`src/ddf_pkg.sv`:
```
// ddf_pkg: shared types and constants for the decimal display formatter
// used by ddf_bcd, ddf_emit and decimal_display_formatter; no dependencies
package ddf_pkg;

  localparam int DIGITS = 10;
  localparam int PW     = 7;

  localparam logic [3:0] CODE_MINUS = 4'd10;
  localparam logic [3:0] CODE_BLANK = 4'd11;

  localparam logic [1:0] REG_SECTION_SIZE   = 2'd0;
  localparam logic [1:0] REG_ALIGNMENT      = 2'd1;
  localparam logic [1:0] REG_LEADING_ZEROS  = 2'd2;
  localparam logic [1:0] REG_DECIMAL_PLACES = 2'd3;

  localparam logic [1:0] PLACE_LEFT   = 2'd0;
  localparam logic [1:0] PLACE_RIGHT  = 2'd1;
  localparam logic [1:0] PLACE_CENTRE = 2'd2;

  typedef logic [DIGITS-1:0][3:0] digits_t;
  typedef logic signed [PW-1:0] pos_t;

  typedef struct packed {
    logic [3:0] section_size;
    logic [1:0] alignment;
    logic       leading_zeros;
    logic [2:0] decimal_places;
  } cfg_t;

  typedef struct packed {
    logic busy;
    logic done;
  } unit_stat_t;

endpackage

```
`src/ddf_bcd.sv`:
```
// ddf_bcd: iterative binary to bcd converter, one shift-and-add-3 step per cycle
// depends on ddf_pkg
module ddf_bcd (
  input  logic                clk,
  input  logic                rst,
  input  logic                start,
  input  logic [31:0]         mag,
  output ddf_pkg::digits_t    digits,
  output ddf_pkg::unit_stat_t stat
);

  typedef enum logic {B_IDLE, B_RUN} bstate_t;

  bstate_t          bstate;
  logic [4:0]       count;
  logic [31:0]      bin;
  ddf_pkg::digits_t bcd;
  ddf_pkg::digits_t adj;
  logic [39:0]      adj_flat;
  logic             done;
  logic             digits_ok;

  // add 3 to every digit of five or more before the shift
  always_comb begin
    for (int k = 0; k < ddf_pkg::DIGITS; k++) begin
      adj[k] = (bcd[k] >= 4'd5) ? bcd[k] + 4'd3 : bcd[k];
    end
  end

  assign adj_flat = adj;

  always_ff @(posedge clk) begin
    if (rst) begin
      bstate <= B_IDLE;
      done   <= 1'b0;
      count  <= '0;
    end else begin
      case (bstate)
        B_IDLE: begin
          done <= 1'b0;
          if (start) begin
            bin    <= mag;
            bcd    <= '0;
            count  <= '0;
            bstate <= B_RUN;
          end
        end
        B_RUN: begin
          bcd   <= {adj_flat[38:0], bin[31]};
          bin   <= {bin[30:0], 1'b0};
          count <= count + 5'd1;
          done  <= (count == 5'd31);
          if (count == 5'd31) begin
            bstate <= B_IDLE;
          end
        end
        default: begin
          done   <= 1'b0;
          bstate <= B_IDLE;
        end
      endcase
    end
  end

  assign digits    = bcd;
  assign stat.busy = (bstate == B_RUN);
  assign stat.done = done;

  always_comb begin
    digits_ok = 1'b1;
    for (int k = 0; k < ddf_pkg::DIGITS; k++) begin
      if (bcd[k] > 4'd9) digits_ok = 1'b0;
    end
  end

  a_digits_decimal: assert property (@(posedge clk) disable iff (rst) done |-> digits_ok)
    else $error("bcd digit above nine at end of conversion");

endmodule

```
`src/ddf_emit.sv`:
```
// ddf_emit: works out text placement, then emits one character word per position
// depends on ddf_pkg; digits come from ddf_bcd
module ddf_emit #(
  parameter int MAX_POSITIONS = 8
) (
  input  logic                clk,
  input  logic                rst,
  input  logic                start,
  input  logic                neg,
  input  ddf_pkg::digits_t    digits,
  input  ddf_pkg::cfg_t       cfg,
  output ddf_pkg::unit_stat_t stat,
  output logic                out_valid,
  input  logic                out_ready,
  output logic [2:0]          position,
  output logic [3:0]          char_code,
  output logic                dot_on,
  output logic                last
);

  localparam int SW = $clog2(MAX_POSITIONS + 1);

  typedef enum logic [1:0] {E_IDLE, E_SETUP, E_RUN} estate_t;

  estate_t       estate;
  logic          done;
  logic [SW-1:0] size_c;
  logic [SW-1:0] size_r;
  logic [SW-1:0] idx;
  logic [3:0]    ndig;
  logic [3:0]    dp1;
  logic [3:0]    core;
  ddf_pkg::pos_t width_s, size_s, diff, half, left_c, right_c, dot_c;
  ddf_pkg::pos_t left_r, right_r, dot_r, i_s, rel;
  logic          dot_ok_c, dot_ok_r;
  logic [3:0]    code;
  logic          load;
  logic          is_last;

  // section size saturates at the number of positions built
  assign size_c = ({1'b0, cfg.section_size} > 5'(MAX_POSITIONS)) ? SW'(MAX_POSITIONS)
                                                                 : SW'(cfg.section_size);

  // text geometry
  always_comb begin
    ndig = 4'd1;
    for (int k = 0; k < ddf_pkg::DIGITS; k++) begin
      if (digits[k] != 4'd0) ndig = 4'(k + 1);
    end
    dp1     = {1'b0, cfg.decimal_places} + 4'd1;
    core    = (ndig > dp1) ? ndig : dp1;
    width_s = ddf_pkg::pos_t'({3'b000, core}) + ddf_pkg::pos_t'({6'd0, neg});
    size_s  = ddf_pkg::pos_t'({{(ddf_pkg::PW - SW){1'b0}}, size_c});
    diff    = size_s - width_s;
    // halve with truncation toward zero
    half    = (diff + ddf_pkg::pos_t'({6'd0, diff[ddf_pkg::PW-1]})) >>> 1;
    case (cfg.alignment)
      ddf_pkg::PLACE_LEFT:  left_c = '0;
      ddf_pkg::PLACE_RIGHT: left_c = diff;
      default:              left_c = half;
    endcase
    right_c  = left_c + width_s - ddf_pkg::pos_t'(7'd1);
    dot_c    = right_c - ddf_pkg::pos_t'({4'd0, cfg.decimal_places});
    dot_ok_c = (cfg.decimal_places != 3'd0) && !dot_c[ddf_pkg::PW-1] && (dot_c < size_s);
  end

  // character at the current position
  always_comb begin
    i_s = ddf_pkg::pos_t'({{(ddf_pkg::PW - SW){1'b0}}, idx});
    rel = right_r - i_s;
    if (i_s < left_r) begin
      code = cfg.leading_zeros ? 4'd0 : ddf_pkg::CODE_BLANK;
    end else if (i_s <= right_r) begin
      if (neg && (i_s == left_r)) begin
        code = ddf_pkg::CODE_MINUS;
      end else if (rel < ddf_pkg::pos_t'(7'd10)) begin
        code = digits[rel[3:0]];
      end else begin
        code = 4'd0;
      end
    end else begin
      code = ddf_pkg::CODE_BLANK;
    end
  end

  assign load    = (estate == E_RUN) && (!out_valid || out_ready);
  assign is_last = (idx == SW'(size_r - 1'b1));

  always_ff @(posedge clk) begin
    if (rst) begin
      estate    <= E_IDLE;
      done      <= 1'b0;
      out_valid <= 1'b0;
    end else begin
      // while running, the word register refills whenever it is empty or being taken
      out_valid <= load || (out_valid && !out_ready);
      case (estate)
        E_IDLE: begin
          done <= 1'b0;
          if (start) estate <= E_SETUP;
        end
        E_SETUP: begin
          size_r   <= size_c;
          left_r   <= left_c;
          right_r  <= right_c;
          dot_r    <= dot_c;
          dot_ok_r <= dot_ok_c;
          idx      <= '0;
          done     <= (size_c == '0);
          if (size_c == '0) begin
            estate <= E_IDLE;
          end else begin
            estate <= E_RUN;
          end
        end
        E_RUN: begin
          done <= load && is_last;
          if (load) begin
            position  <= i_s[2:0];
            char_code <= code;
            dot_on    <= dot_ok_r && (i_s == dot_r);
            last      <= is_last;
            idx       <= idx + 1'b1;
            if (is_last) begin
              estate <= E_IDLE;
            end
          end
        end
        default: begin
          done   <= 1'b0;
          estate <= E_IDLE;
        end
      endcase
    end
  end

  assign stat.busy = (estate != E_IDLE);
  assign stat.done = done;

  a_dot_on_digit: assert property (@(posedge clk) disable iff (rst)
      out_valid && dot_on |-> (char_code != ddf_pkg::CODE_MINUS) &&
                              (char_code != ddf_pkg::CODE_BLANK))
    else $error("dot lit on a sign or blank position");

  a_last_ends_run: assert property (@(posedge clk) disable iff (rst)
      load && is_last |=> (estate == E_IDLE) && out_valid && last && done)
    else $error("final position did not end the run");

endmodule

```
`src/decimal_display_formatter.sv`:
```
// decimal_display_formatter: top level with config registers and item sequencer
// depends on ddf_pkg, ddf_bcd and ddf_emit
//
//  channel  signals                                     width  dir
//  cfg      cfg_valid cfg_ready cfg_index cfg_data       2/4    in
//  in       in_valid in_ready value                      32     in
//  out      out_valid out_ready position char_code       3/4/1  out
//           dot_on last
//
// an item runs through the 32 steps of the shift-and-add-3 converter, then
// the setup step, then emits one word per section position
// a zero section size emits no word and ends after the setup cycle
// reset restores section size 8, left alignment, blank fill, no decimals
// a stalled out word holds in its register; in_ready stays low until the
// last word of the item has been loaded into that register
module decimal_display_formatter #(
  parameter int MAX_POSITIONS = 8
) (
  input  logic               clk,
  input  logic               rst,
  input  logic               cfg_valid,
  output logic               cfg_ready,
  input  logic [1:0]         cfg_index,
  input  logic [3:0]         cfg_data,
  input  logic               in_valid,
  output logic               in_ready,
  input  logic signed [31:0] value,
  output logic               out_valid,
  input  logic               out_ready,
  output logic [2:0]         position,
  output logic [3:0]         char_code,
  output logic               dot_on,
  output logic               last
);

  typedef enum logic [1:0] {S_IDLE, S_CONV, S_FMT} state_t;

  state_t              state;
  ddf_pkg::cfg_t       cfg;
  logic                neg;
  logic [31:0]         mag;
  logic                accept;
  logic                emit_start;
  ddf_pkg::digits_t    digits;
  ddf_pkg::unit_stat_t bcd_stat;
  ddf_pkg::unit_stat_t emit_stat;

  assign cfg_ready  = 1'b1;
  assign in_ready   = (state == S_IDLE);
  assign accept     = in_valid && in_ready;
  assign mag        = value[31] ? (32'd0 - value) : value;
  assign emit_start = (state == S_CONV) && bcd_stat.done;

  always_ff @(posedge clk) begin
    if (rst) begin
      cfg.section_size   <= 4'd8;
      cfg.alignment      <= ddf_pkg::PLACE_LEFT;
      cfg.leading_zeros  <= 1'b0;
      cfg.decimal_places <= 3'd0;
    end else if (cfg_valid && cfg_ready) begin
      case (cfg_index)
        ddf_pkg::REG_SECTION_SIZE:   cfg.section_size   <= cfg_data;
        ddf_pkg::REG_ALIGNMENT:      cfg.alignment      <= cfg_data[1:0];
        ddf_pkg::REG_LEADING_ZEROS:  cfg.leading_zeros  <= cfg_data[0];
        ddf_pkg::REG_DECIMAL_PLACES: cfg.decimal_places <= cfg_data[2:0];
        default: ;
      endcase
    end
  end

  always_ff @(posedge clk) begin
    if (rst) begin
      state <= S_IDLE;
    end else begin
      case (state)
        S_IDLE: begin
          if (accept) begin
            neg   <= value[31];
            state <= S_CONV;
          end
        end
        S_CONV: begin
          if (bcd_stat.done) state <= S_FMT;
        end
        S_FMT: begin
          if (emit_stat.done) state <= S_IDLE;
        end
        default: state <= S_IDLE;
      endcase
    end
  end

  ddf_bcd u_bcd (
    .clk    (clk),
    .rst    (rst),
    .start  (accept),
    .mag    (mag),
    .digits (digits),
    .stat   (bcd_stat)
  );

  ddf_emit #(
    .MAX_POSITIONS (MAX_POSITIONS)
  ) u_emit (
    .clk       (clk),
    .rst       (rst),
    .start     (emit_start),
    .neg       (neg),
    .digits    (digits),
    .cfg       (cfg),
    .stat      (emit_stat),
    .out_valid (out_valid),
    .out_ready (out_ready),
    .position  (position),
    .char_code (char_code),
    .dot_on    (dot_on),
    .last      (last)
  );

  a_accept_starts_conv: assert property (@(posedge clk) disable iff (rst)
      accept |=> bcd_stat.busy && (state == S_CONV))
    else $error("accepted word did not start conversion");

  a_conv_done_in_conv: assert property (@(posedge clk) disable iff (rst)
      bcd_stat.done |-> (state == S_CONV) && !emit_stat.busy)
    else $error("conversion finished outside the conversion phase");

endmodule

```
`config.mk`:
```
export PLATFORM = sky130hd
export DESIGN_NAME = decimal_display_formatter
export DESIGN_NICKNAME = d
export VERILOG_FILES = /design/src/ddf_pkg.sv /design/src/ddf_bcd.sv /design/src/ddf_emit.sv /design/src/decimal_display_formatter.sv
export SDC_FILE = /design/constraint.sdc
export NUM_CORES = 1
export LEC_CHECK = 0
export BUFFER_PORTS_ARGS = -buffer_cell sky130_fd_sc_hd__buf_2
export CAP_MARGIN = 20
export CORE_MARGIN = 4
export CORE_UTILIZATION = 60
export DETAILED_ROUTE_END_ITERATION = 16
export PLACE_DENSITY = 0.79
export SKIP_LAST_GASP = 1
export SLEW_MARGIN = 15
export SYNTH_ARGS = -nofsm -noshare
export SYNTH_HDL_FRONTEND = slang
export SYNTH_SLANG_ARGS = --single-unit
```
`constraint.sdc`:
```
create_clock -name clk -period 9.6 [get_ports clk]
set_input_delay 1.92 -clock clk [delete_from_list [all_inputs] [get_ports clk]]
set_output_delay 1.92 -clock clk [all_outputs]
set_load 0.01 [all_outputs]
```
==> results of run 1 <==
## flip-flops by register name, indices dropped and copies added, names as in the netlist
signal            count
u_bcd.digits         40
u_bcd.bin            32
cfg                  10
u_emit.dot_r          7
u_emit.left_r         7
u_emit.right_r        7
u_bcd.count           5
u_emit.char_code      4
u_emit.idx            4
u_emit.size_r         4
u_emit.position       3
state                 2
u_emit.estate         2
neg                   1
u_bcd.bstate          1
u_bcd.done            1
u_emit.done           1
u_emit.dot_ok_r       1
u_emit.dot_on         1
u_emit.last           1
u_emit.out_valid      1
## path summary, 6_finish.rpt
path | startpoint | end | slack (ns) | depth (start not counted)
setup reg to reg | u_bcd.digits[32]$_SDFFCE_PN0P_ | u_emit.dot_ok_r$_DFFE_PP_ | 1.63 | 30
hold reg to reg | u_bcd.count[3]$_SDFFE_PP0N_ | u_bcd.count[3]$_SDFFE_PP0N_ | 0.49 | 1
hold / removal | u_bcd.count[3]$_SDFFE_PP0N_ | u_bcd.count[3]$_SDFFE_PP0N_ | 0.49 | 1
setup / recovery | u_bcd.digits[32]$_SDFFCE_PN0P_ | u_emit.dot_ok_r$_DFFE_PP_ | 1.63 | 30
## cells in the final DEF (no fill, tap or decap), types with 3 or more instances in the layout
| cell | netlist | final |
|---|---|---|
| or3b_2 | 6 | 6 |
| o21a_1 | 7 | 7 |
| xnor2_1 | 29 | 29 |
| nand4_1 | 4 | 4 |
| mux2i_1 | 16 | 16 |
| a21o_1 | 4 | 4 |
| nor2_1 | 50 | 49 |
| o21ai_0 | 73 | 73 |
| inv_1 | 68 | 68 |
| nor3_1 | 12 | 12 |
| and3_1 | 5 | 5 |
| a21boi_0 | 14 | 14 |
| a22oi_1 | 5 | 5 |
| a221oi_1 | 3 | 3 |
| clkbuf_8 | 0 | 3 |
| edfxtp_1 | 112 | 112 |
| and2_1 | 29 | 29 |
| clkbuf_1 | 20 | 7 |
| clkbuf_16 | 0 | 17 |
| mux2_2 | 4 | 4 |
| nand2b_1 | 12 | 12 |
| nand3_1 | 18 | 18 |
| a2111oi_0 | 3 | 3 |
| mux4_2 | 8 | 8 |
| nor4_1 | 3 | 3 |
| a21oi_1 | 33 | 33 |
| ha_1 | 66 | 66 |
| or3_1 | 5 | 5 |
| fa_1 | 3 | 3 |
| nor2b_1 | 13 | 12 |
| buf_4 | 1 | 3 |
| nand3b_1 | 4 | 4 |
| o31ai_1 | 15 | 15 |
| nand2_1 | 94 | 94 |
| xor2_1 | 46 | 46 |
| dfxtp_1 | 23 | 22 |
| nor3b_1 | 18 | 17 |
| a211oi_1 | 5 | 5 |
| buf_2 | 4 | 53 |
## logic make-up after synthesis
kind of cell	Yosys count
compound gates	185
xor+xnor	77
fa+ha+maj	70
buf+inv	96
flops	135
mux	28
other cells	1
simple gates	293
## worst max-delay path: cells and delay by family (launching register included)
kind,cells,cell delay (ns)
AOI/OAI and AO/OA,7,1.59
xor gates and xnor gates,2,0.50
adders and majority gates,8,2.25
buffers and inverters,3,0.23
DFF,1,0.47
muxes,1,0.41
and+or+nand+nor,9,2.35
## power by group
| part | internal (mW) | leakage (nW) | switching (mW) |
|---|---|---|---|
| sequential | 0.673 | 1.25 | 0.0201 |
| clock | 0.375 | 0.263 | 0.231 |
| combinational | 0.0898 | 2.38 | 0.123 |
## area by class of cell
class	instances	area share
clock inverter	5	0.00519
multi-input combinational	654	0.479
sequential	135	0.387
timing repair buffer	56	0.0291
clock buffer	27	0.0498
inverter	70	0.0266
tap	184	0.0233
## per-layer routing
layer / up-vias / share of wire / global-route usage
met4: 0 / 0.021 / 0.0825
met1: 3076 / 0.48 / 0.318
met5: - / 0 / 0
li1: 3270 / - / -
met3: 27 / 0.048 / 0.0458
met2: 140 / 0.45 / 0.340
## stage by stage
stage,setup WS [ns],instance area [um2],total power [mW],hold WS (ns)
floorplan,2.59,8920,0.857,0.429
global placement,2.04,9350,0.907,0.456
detailed placement,1.80,9350,0.914,0.459
CTS,1.74,9890,1.52,0.474
global route,1.04,9890,1.58,0.515
finish,1.63,9890,1.51,0.486
==> qor.yml, run 1 <==
setup_path:
  endpoint_kind: "register"
  slowest_delay_ns: 0.54
  crit_slowest_cell: "or4_1"
  worstSetupPathType: "reg -> reg"
  path_max_fanout: 6
  critPathLaunchType: "register"
  cp.required_ns: 9.84
  crit_path_frequent_cell: "ha_1"
  arrival_ns: 8.21
yosys:
  synth_nets: 997
  avgSynthCellArea_um2: 10.1
  synth_cells: 885
  syn_area_um2: 8920
  synthArstFlopShare: 0
  synthAdderAreaFrac: 0.100
  synth_common_cells: "edfxtp_1 (112), nand2_1 (94), o21ai_0 (73)"
  ys_ff_latch: 135
  yosysWarningCount: 0
  synthMuxAreaShare: 0.0432
  seq_area_frac_synth: 0.429
  synth-simple-area-share: 0.176
  synth_compound_area_frac: 0.131
  ys_types: 74
  synth_most_common_cell: "edfxtp_1"
  synth-edff-count: 112
  synth_top_family_by_area: "simple AND/OR/NAND/NOR gates"
  synth_area_leaders: "edfxtp_1 (38%), ha_1 (9.3%), dfxtp_1 (5.2%), xor2_1 (4.5%), o21ai_0 (4.1%)"
  yosys.area.top_type: "edfxtp_1"
  synthFlopType: "edfxtp_1"
  synth-xor-area-share: 0.0787
  yosysTopAreaCellShare: 0.377
die:
  die_area_um2: 16900
  core_area_um2: 14500
  initial_core_util: 0.614
  die_w_um: 130
  io_pins: 55
  fp-row-count: 44
  chipHeight_um: 130
final_layout:
  nets: 1046
  fillCellCount: 1118
  stdcell_count: 1131
  multi_input_area_um2: 4740
  diodes: 0
  area_growth_syn_to_layout_pct: 10.9
  regArea_um2: 3820
  drive_above_1_share: 0.126
  fin_util: 0.681
clock_tree:
  cts_root_buf: "clkbuf_16"
  htree_levels: 4
  ctsResizeCount: 0
  cts_buffer_depth: 2
  cts_tree: "yes"
  clock_latency_ns: 0.42
  cts.clk_slew.worst_paths_ns: 0.06
  cts_hold_buffers: 0
  clock-sinks: 135
  cts_buffers: 17
  postCtsSetupRepairBufs: 0
flow_run:
  maxCapViolCount: 0
grt:
  grt_max_degree: 110
  grt_pass1_vias: 6161
  grt_first_pass_wirelength_mm: 29.6
  track_usage: 0.223
  antenna_found_initial: 0
  grt_overflow: 0
timing:
  slew_violations: 0
  fin_skew_ns: 0.0102
  rsz0062_at_grt: "no"
  tightest_slew_ns: 1.08
  finalSetupViolCount: 0
  tns_ns: 0
  finalCritPeriodShare: 0.830
  period_needed_ns: 7.97
  maxSlewHeadroom: 0.275
  timing.fmax_ghz: 0.126
  hold_viol: 0
placed_design:
  place_inst: 1099
  hpwl_mm: 13.0
  place_congestion: 0.889
  port_buffers: 53
status:
  status: "complete, no violations"
detailed_routing:
  avgViaCountPerCell: 5.76
  drt_iter0_drc: 372
  ant_nets: 0
  firstDrtPassIters: 5
  wirelength_mm: 18.0
  post_drt_wl_per_cell_um: 15.9
  vias: 6513
  drc_errors: 0
power_and_ir_drop:
  p_per_area_nw_per_um2: 153
  static-leakage-power_nw: 3.89
  vdd_drop_max_uv: 112
worst_hold_path:
  hold_path_class: "reg -> reg"
Power figures use the tool's default switching activity.
==> inputs of run 2 (changes only) <==
--- a/config.mk
+++ b/config.mk
@@ -8,9 +8,9 @@
 export BUFFER_PORTS_ARGS = -buffer_cell sky130_fd_sc_hd__buf_2
 export CAP_MARGIN = 20
 export CORE_MARGIN = 4
-export CORE_UTILIZATION = 60
+export CORE_UTILIZATION = 56
 export DETAILED_ROUTE_END_ITERATION = 16
-export PLACE_DENSITY = 0.79
+export PLACE_DENSITY = 0.77
 export SKIP_LAST_GASP = 1
 export SLEW_MARGIN = 15
 export SYNTH_ARGS = -nofsm -noshare
==> constraint.sdc (replaced) <==
create_clock -name clk -period 6.4 [get_ports clk]
set_input_delay 1.28 -clock clk [delete_from_list [all_inputs] [get_ports clk]]
set_output_delay 1.28 -clock clk [all_outputs]
set_load 0.01 [all_outputs]
==> run 2 against run 1 <==
Global-route usage increased by 1.0 points. Wire length increased by 21%. Core utilization increased by 5.0 points. Clock skew increased by 0.0012 ns. Combinational power increased by 130%. The run now ends with negative setup slack left. Flip-flop and latch count unchanged. Maximum frequency increased by 9.9%. Register-to-register slack got worse by 2.5 ns. Clock power increased by 58%. Non-clock buffer count increased by 118. Cell count increased by 13%.
==> qor.yml, run 2 (synthesis gave the netlist of run 1 again) <==
final_layout:
  area_growth_syn_to_layout_pct: 26.4
  layout_commonest_cell: "buf_4"
  largest_register_ffs: 40  # unchanged
  nets: 1164  # +11%
  final_cell_mix: "buf_4 (118), edfxtp_1 (112), nand2_1 (93), o21ai_0 (68), inv_1 (62)"
  drive_above_1_share: 0.279  # +0.153
timing:
  timing.fmax_ghz: 0.138  # +9.9%
  period_needed_ns: 7.25  # -0.719 ns
  tightest_slew_ns: 0.923  # -0.159 ns
  maxSlewHeadroom: 0.385  # +0.109
  hold_viol: 0  # unchanged
  setup_ws_ns: -0.847  # -2.48 ns
  finalCritPeriodShare: 1.13  # +0.303
  finalSetupViolCount: 5  # +5
  rsz0062_at_grt: "yes"
  slew_violations: 0  # unchanged
  fin_skew_ns: 0.0114  # +0.00124 ns
clock_tree:
  cts_buffers: 17  # unchanged
  cts_buffer_depth: 2  # unchanged
  htree_levels: 4  # unchanged
  cts_hold_buffers: 0  # unchanged
  clock_latency_ns: 0.42  # about the same
  cts_tree: "yes"
  clock-sinks: 135  # unchanged
  cts.clk_slew.worst_paths_ns: 0.06  # about the same
  cts_root_buf: "clkbuf_16"
worst_hold_path:
  hold-path-endpoint: "state[0]$_SDFFE_PP0P_"
  hold_start: "u_bcd.done$_SDFF_PP0_"
  worstHoldPathCells: 1  # unchanged
  hold_path_class: "reg -> reg"
die:
  die_w_um: 134  # +3.3%
  chipHeight_um: 134  # +3.3%
  io_pins: 55  # unchanged
  fp-row-count: 45  # +2.3%
  initial_core_util: 0.578  # -0.0355
  die_area_um2: 18000  # +6.7%
  core_area_um2: 15400  # +6.1%
detailed_routing:
  drt_iter0_drc: 595  # +60%
  avgViaCountPerCell: 5.76  # about the same
  wirelength_mm: 21.9  # +21%
  vias: 7353  # +13%
  drc_errors: 0  # unchanged
  ant_nets: 0  # unchanged
  post_drt_wl_per_cell_um: 17.1  # +7.6%
  route.met3.wl_mm: 1.41  # +64%
  wl_met2_mm: 10.3  # +29%
  highest_layer: "met5"
  firstDrtPassIters: 5  # unchanged
  wl_met1_mm: 9.44  # +8.3%
power_and_ir_drop:
  vdd_drop_max_uv: 198  # +76%
  power_mw: 2.47  # +64%
  p_clk_frac: 0.388  # -0.013
  static-leakage-power_nw: 4.58  # +18%
  switching_share: 0.261  # +0.0136
  pwr-share-comb: 0.196  # +0.055
  p_per_area_nw_per_um2: 219  # +44%
  p_sw_mw: 0.645  # +73%
  p_int_mw: 1.83  # +61%
  seq_power_share: 0.416  # -0.042
setup_path:
  crit_buf_inv: 5  # +2
  reg2reg_depth: 33  # +10%
  crit_slowest_cell: "fa_1"
  arrival_ns: 7.50  # -0.71 ns
  endpoint_kind: "register"
  critPathLaunchType: "register"
  worstSetupPathType: "reg -> reg"
  r2r_end: "u_emit.dot_ok_r$_DFFE_PP_"
  r2r_start: "u_bcd.digits[25]$_SDFFCE_PN0P_"
  rrSetupSlack_ns: -0.85  # -2.48 ns
  path_max_fanout: 4  # -2
  crit_family: "adder cells"
  cp.required_ns: 6.65  # -3.19 ns
  slowest_delay_ns: 0.55  # about the same
  crit_start: "u_bcd.digits[25]$_SDFFCE_PN0P_"
grt:
  track_usage: 0.233  # +0.00999
  grt_max_degree: 110  # unchanged
  grt_overflow: 0  # unchanged
  grt_first_pass_wirelength_mm: 33.6  # +14%
  antenna_found_initial: 2  # +2
  grt_pass1_vias: 7025  # +14%
placed_design:
  place_congestion: 0.864  # -2.8%
  post-place-ws_ns: -0.701  # -2.50 ns
  hpwl_mm: 14.3  # +9.8%
  port_buffers: 53  # unchanged
flow_run:
  maxCapViolCount: 0  # unchanged
status:
  violations: "negative setup slack"
  status: "complete, but fails checks"
==> run 2: cell count changes in the layout (fill, tap and decap cells not counted), moves of 5 or more <==
cell	previous run	this run
or3b_4	0	5
buf_4	3	118
ha_2	0	7
xnor2_1	29	24
a21oi_1	33	27
o21ai_0	73	68
ha_1	66	51
ha_4	0	8
or3b_2	6	1
inv_1	68	62
inv_2	2	8
==> run 2: worst register-to-register path, delay by kind of cell (launching register included) <==
kind / cells / cell delay (ns)
adder cells (fa/ha/maj): 9 / 2.73
buffers and inverters: 5 / 0.47
AND/OR/NAND/NOR: 5 / 1.12
XOR/XNOR: 2 / 0.30
AO/OA/AOI/OAI: 11 / 1.78
multiplexers: 1 / 0.34
flip-flops: 1 / 0.38
==> run 2: final cells by class <==
cell class,instances,area (um2)
clock inverters,4,30.0
well taps,211,264
multi-input cells,654,5150
diodes,1,2.50
inverters,70,263
fillers,1050,4160
repair buffers,174,1180
flip-flops and latches,135,3820
clock buffers,28,551
==> run 2: layer usage <==
metal | vias up | track usage
li1 | 3511 | -
met1 | 3494 | 0.316
met2 | 285 | 0.372
met3 | 61 | 0.0488
met4 | 2 | 0.0854
met5 | - | 0
==> run 2: power by group through the flow <==
stage,Combinational [mW],Clock (mW),Sequential [mW]
floorplan,0.245,0,1.05
global placement,0.391,0,1.04
detailed placement,0.407,0,1.05
CTS,0.439,0.967,1.03
global route,0.523,1.01,1.03
finish,0.484,0.959,1.03
==> run 2: worst max-delay path by stage <==
stage | to | depth (start not counted) | slack, ns
after floorplan | u_emit.dot_ok_r$_DFFE_PP_ | 32 | -0.32
after global placement | u_emit.dot_ok_r$_DFFE_PP_ | 34 | -0.47
after detailed placement | u_emit.dot_ok_r$_DFFE_PP_ | 36 | -0.70
after CTS | u_emit.dot_ok_r$_DFFE_PP_ | 33 | -0.42
after global routing | u_emit.dot_ok_r$_DFFE_PP_ | 32 | -0.94
final | u_emit.dot_ok_r$_DFFE_PP_ | 33 | -0.85
==> run 2: stage by stage <==
stage	setup TNS [ns]	instances	hold WS, ns	util	instance area, um2
4_1_cts	-0.560	1266	0.457	0.716	11000
3_5_place_dp	-1.41	1226	0.448	0.666	10300
2_1_floorplan	-0.316	885	0.429	-	9070
5_1_grt	-2.96	1277	0.489	0.730	11300
3_3_place_gp	-0.680	1226	0.447	0.666	10300
6_report	-1.81	1277	0.453	0.730	11300
==> run 2: timing repair <==
action / 4_1_cts / 5_1_grt
endpoints found under the setup margin: 5 / 9
buffers inserted: 8 / 10
cloned: 0 / 0
gates resized for setup: 26 / 32
pin swaps: 26 / 4
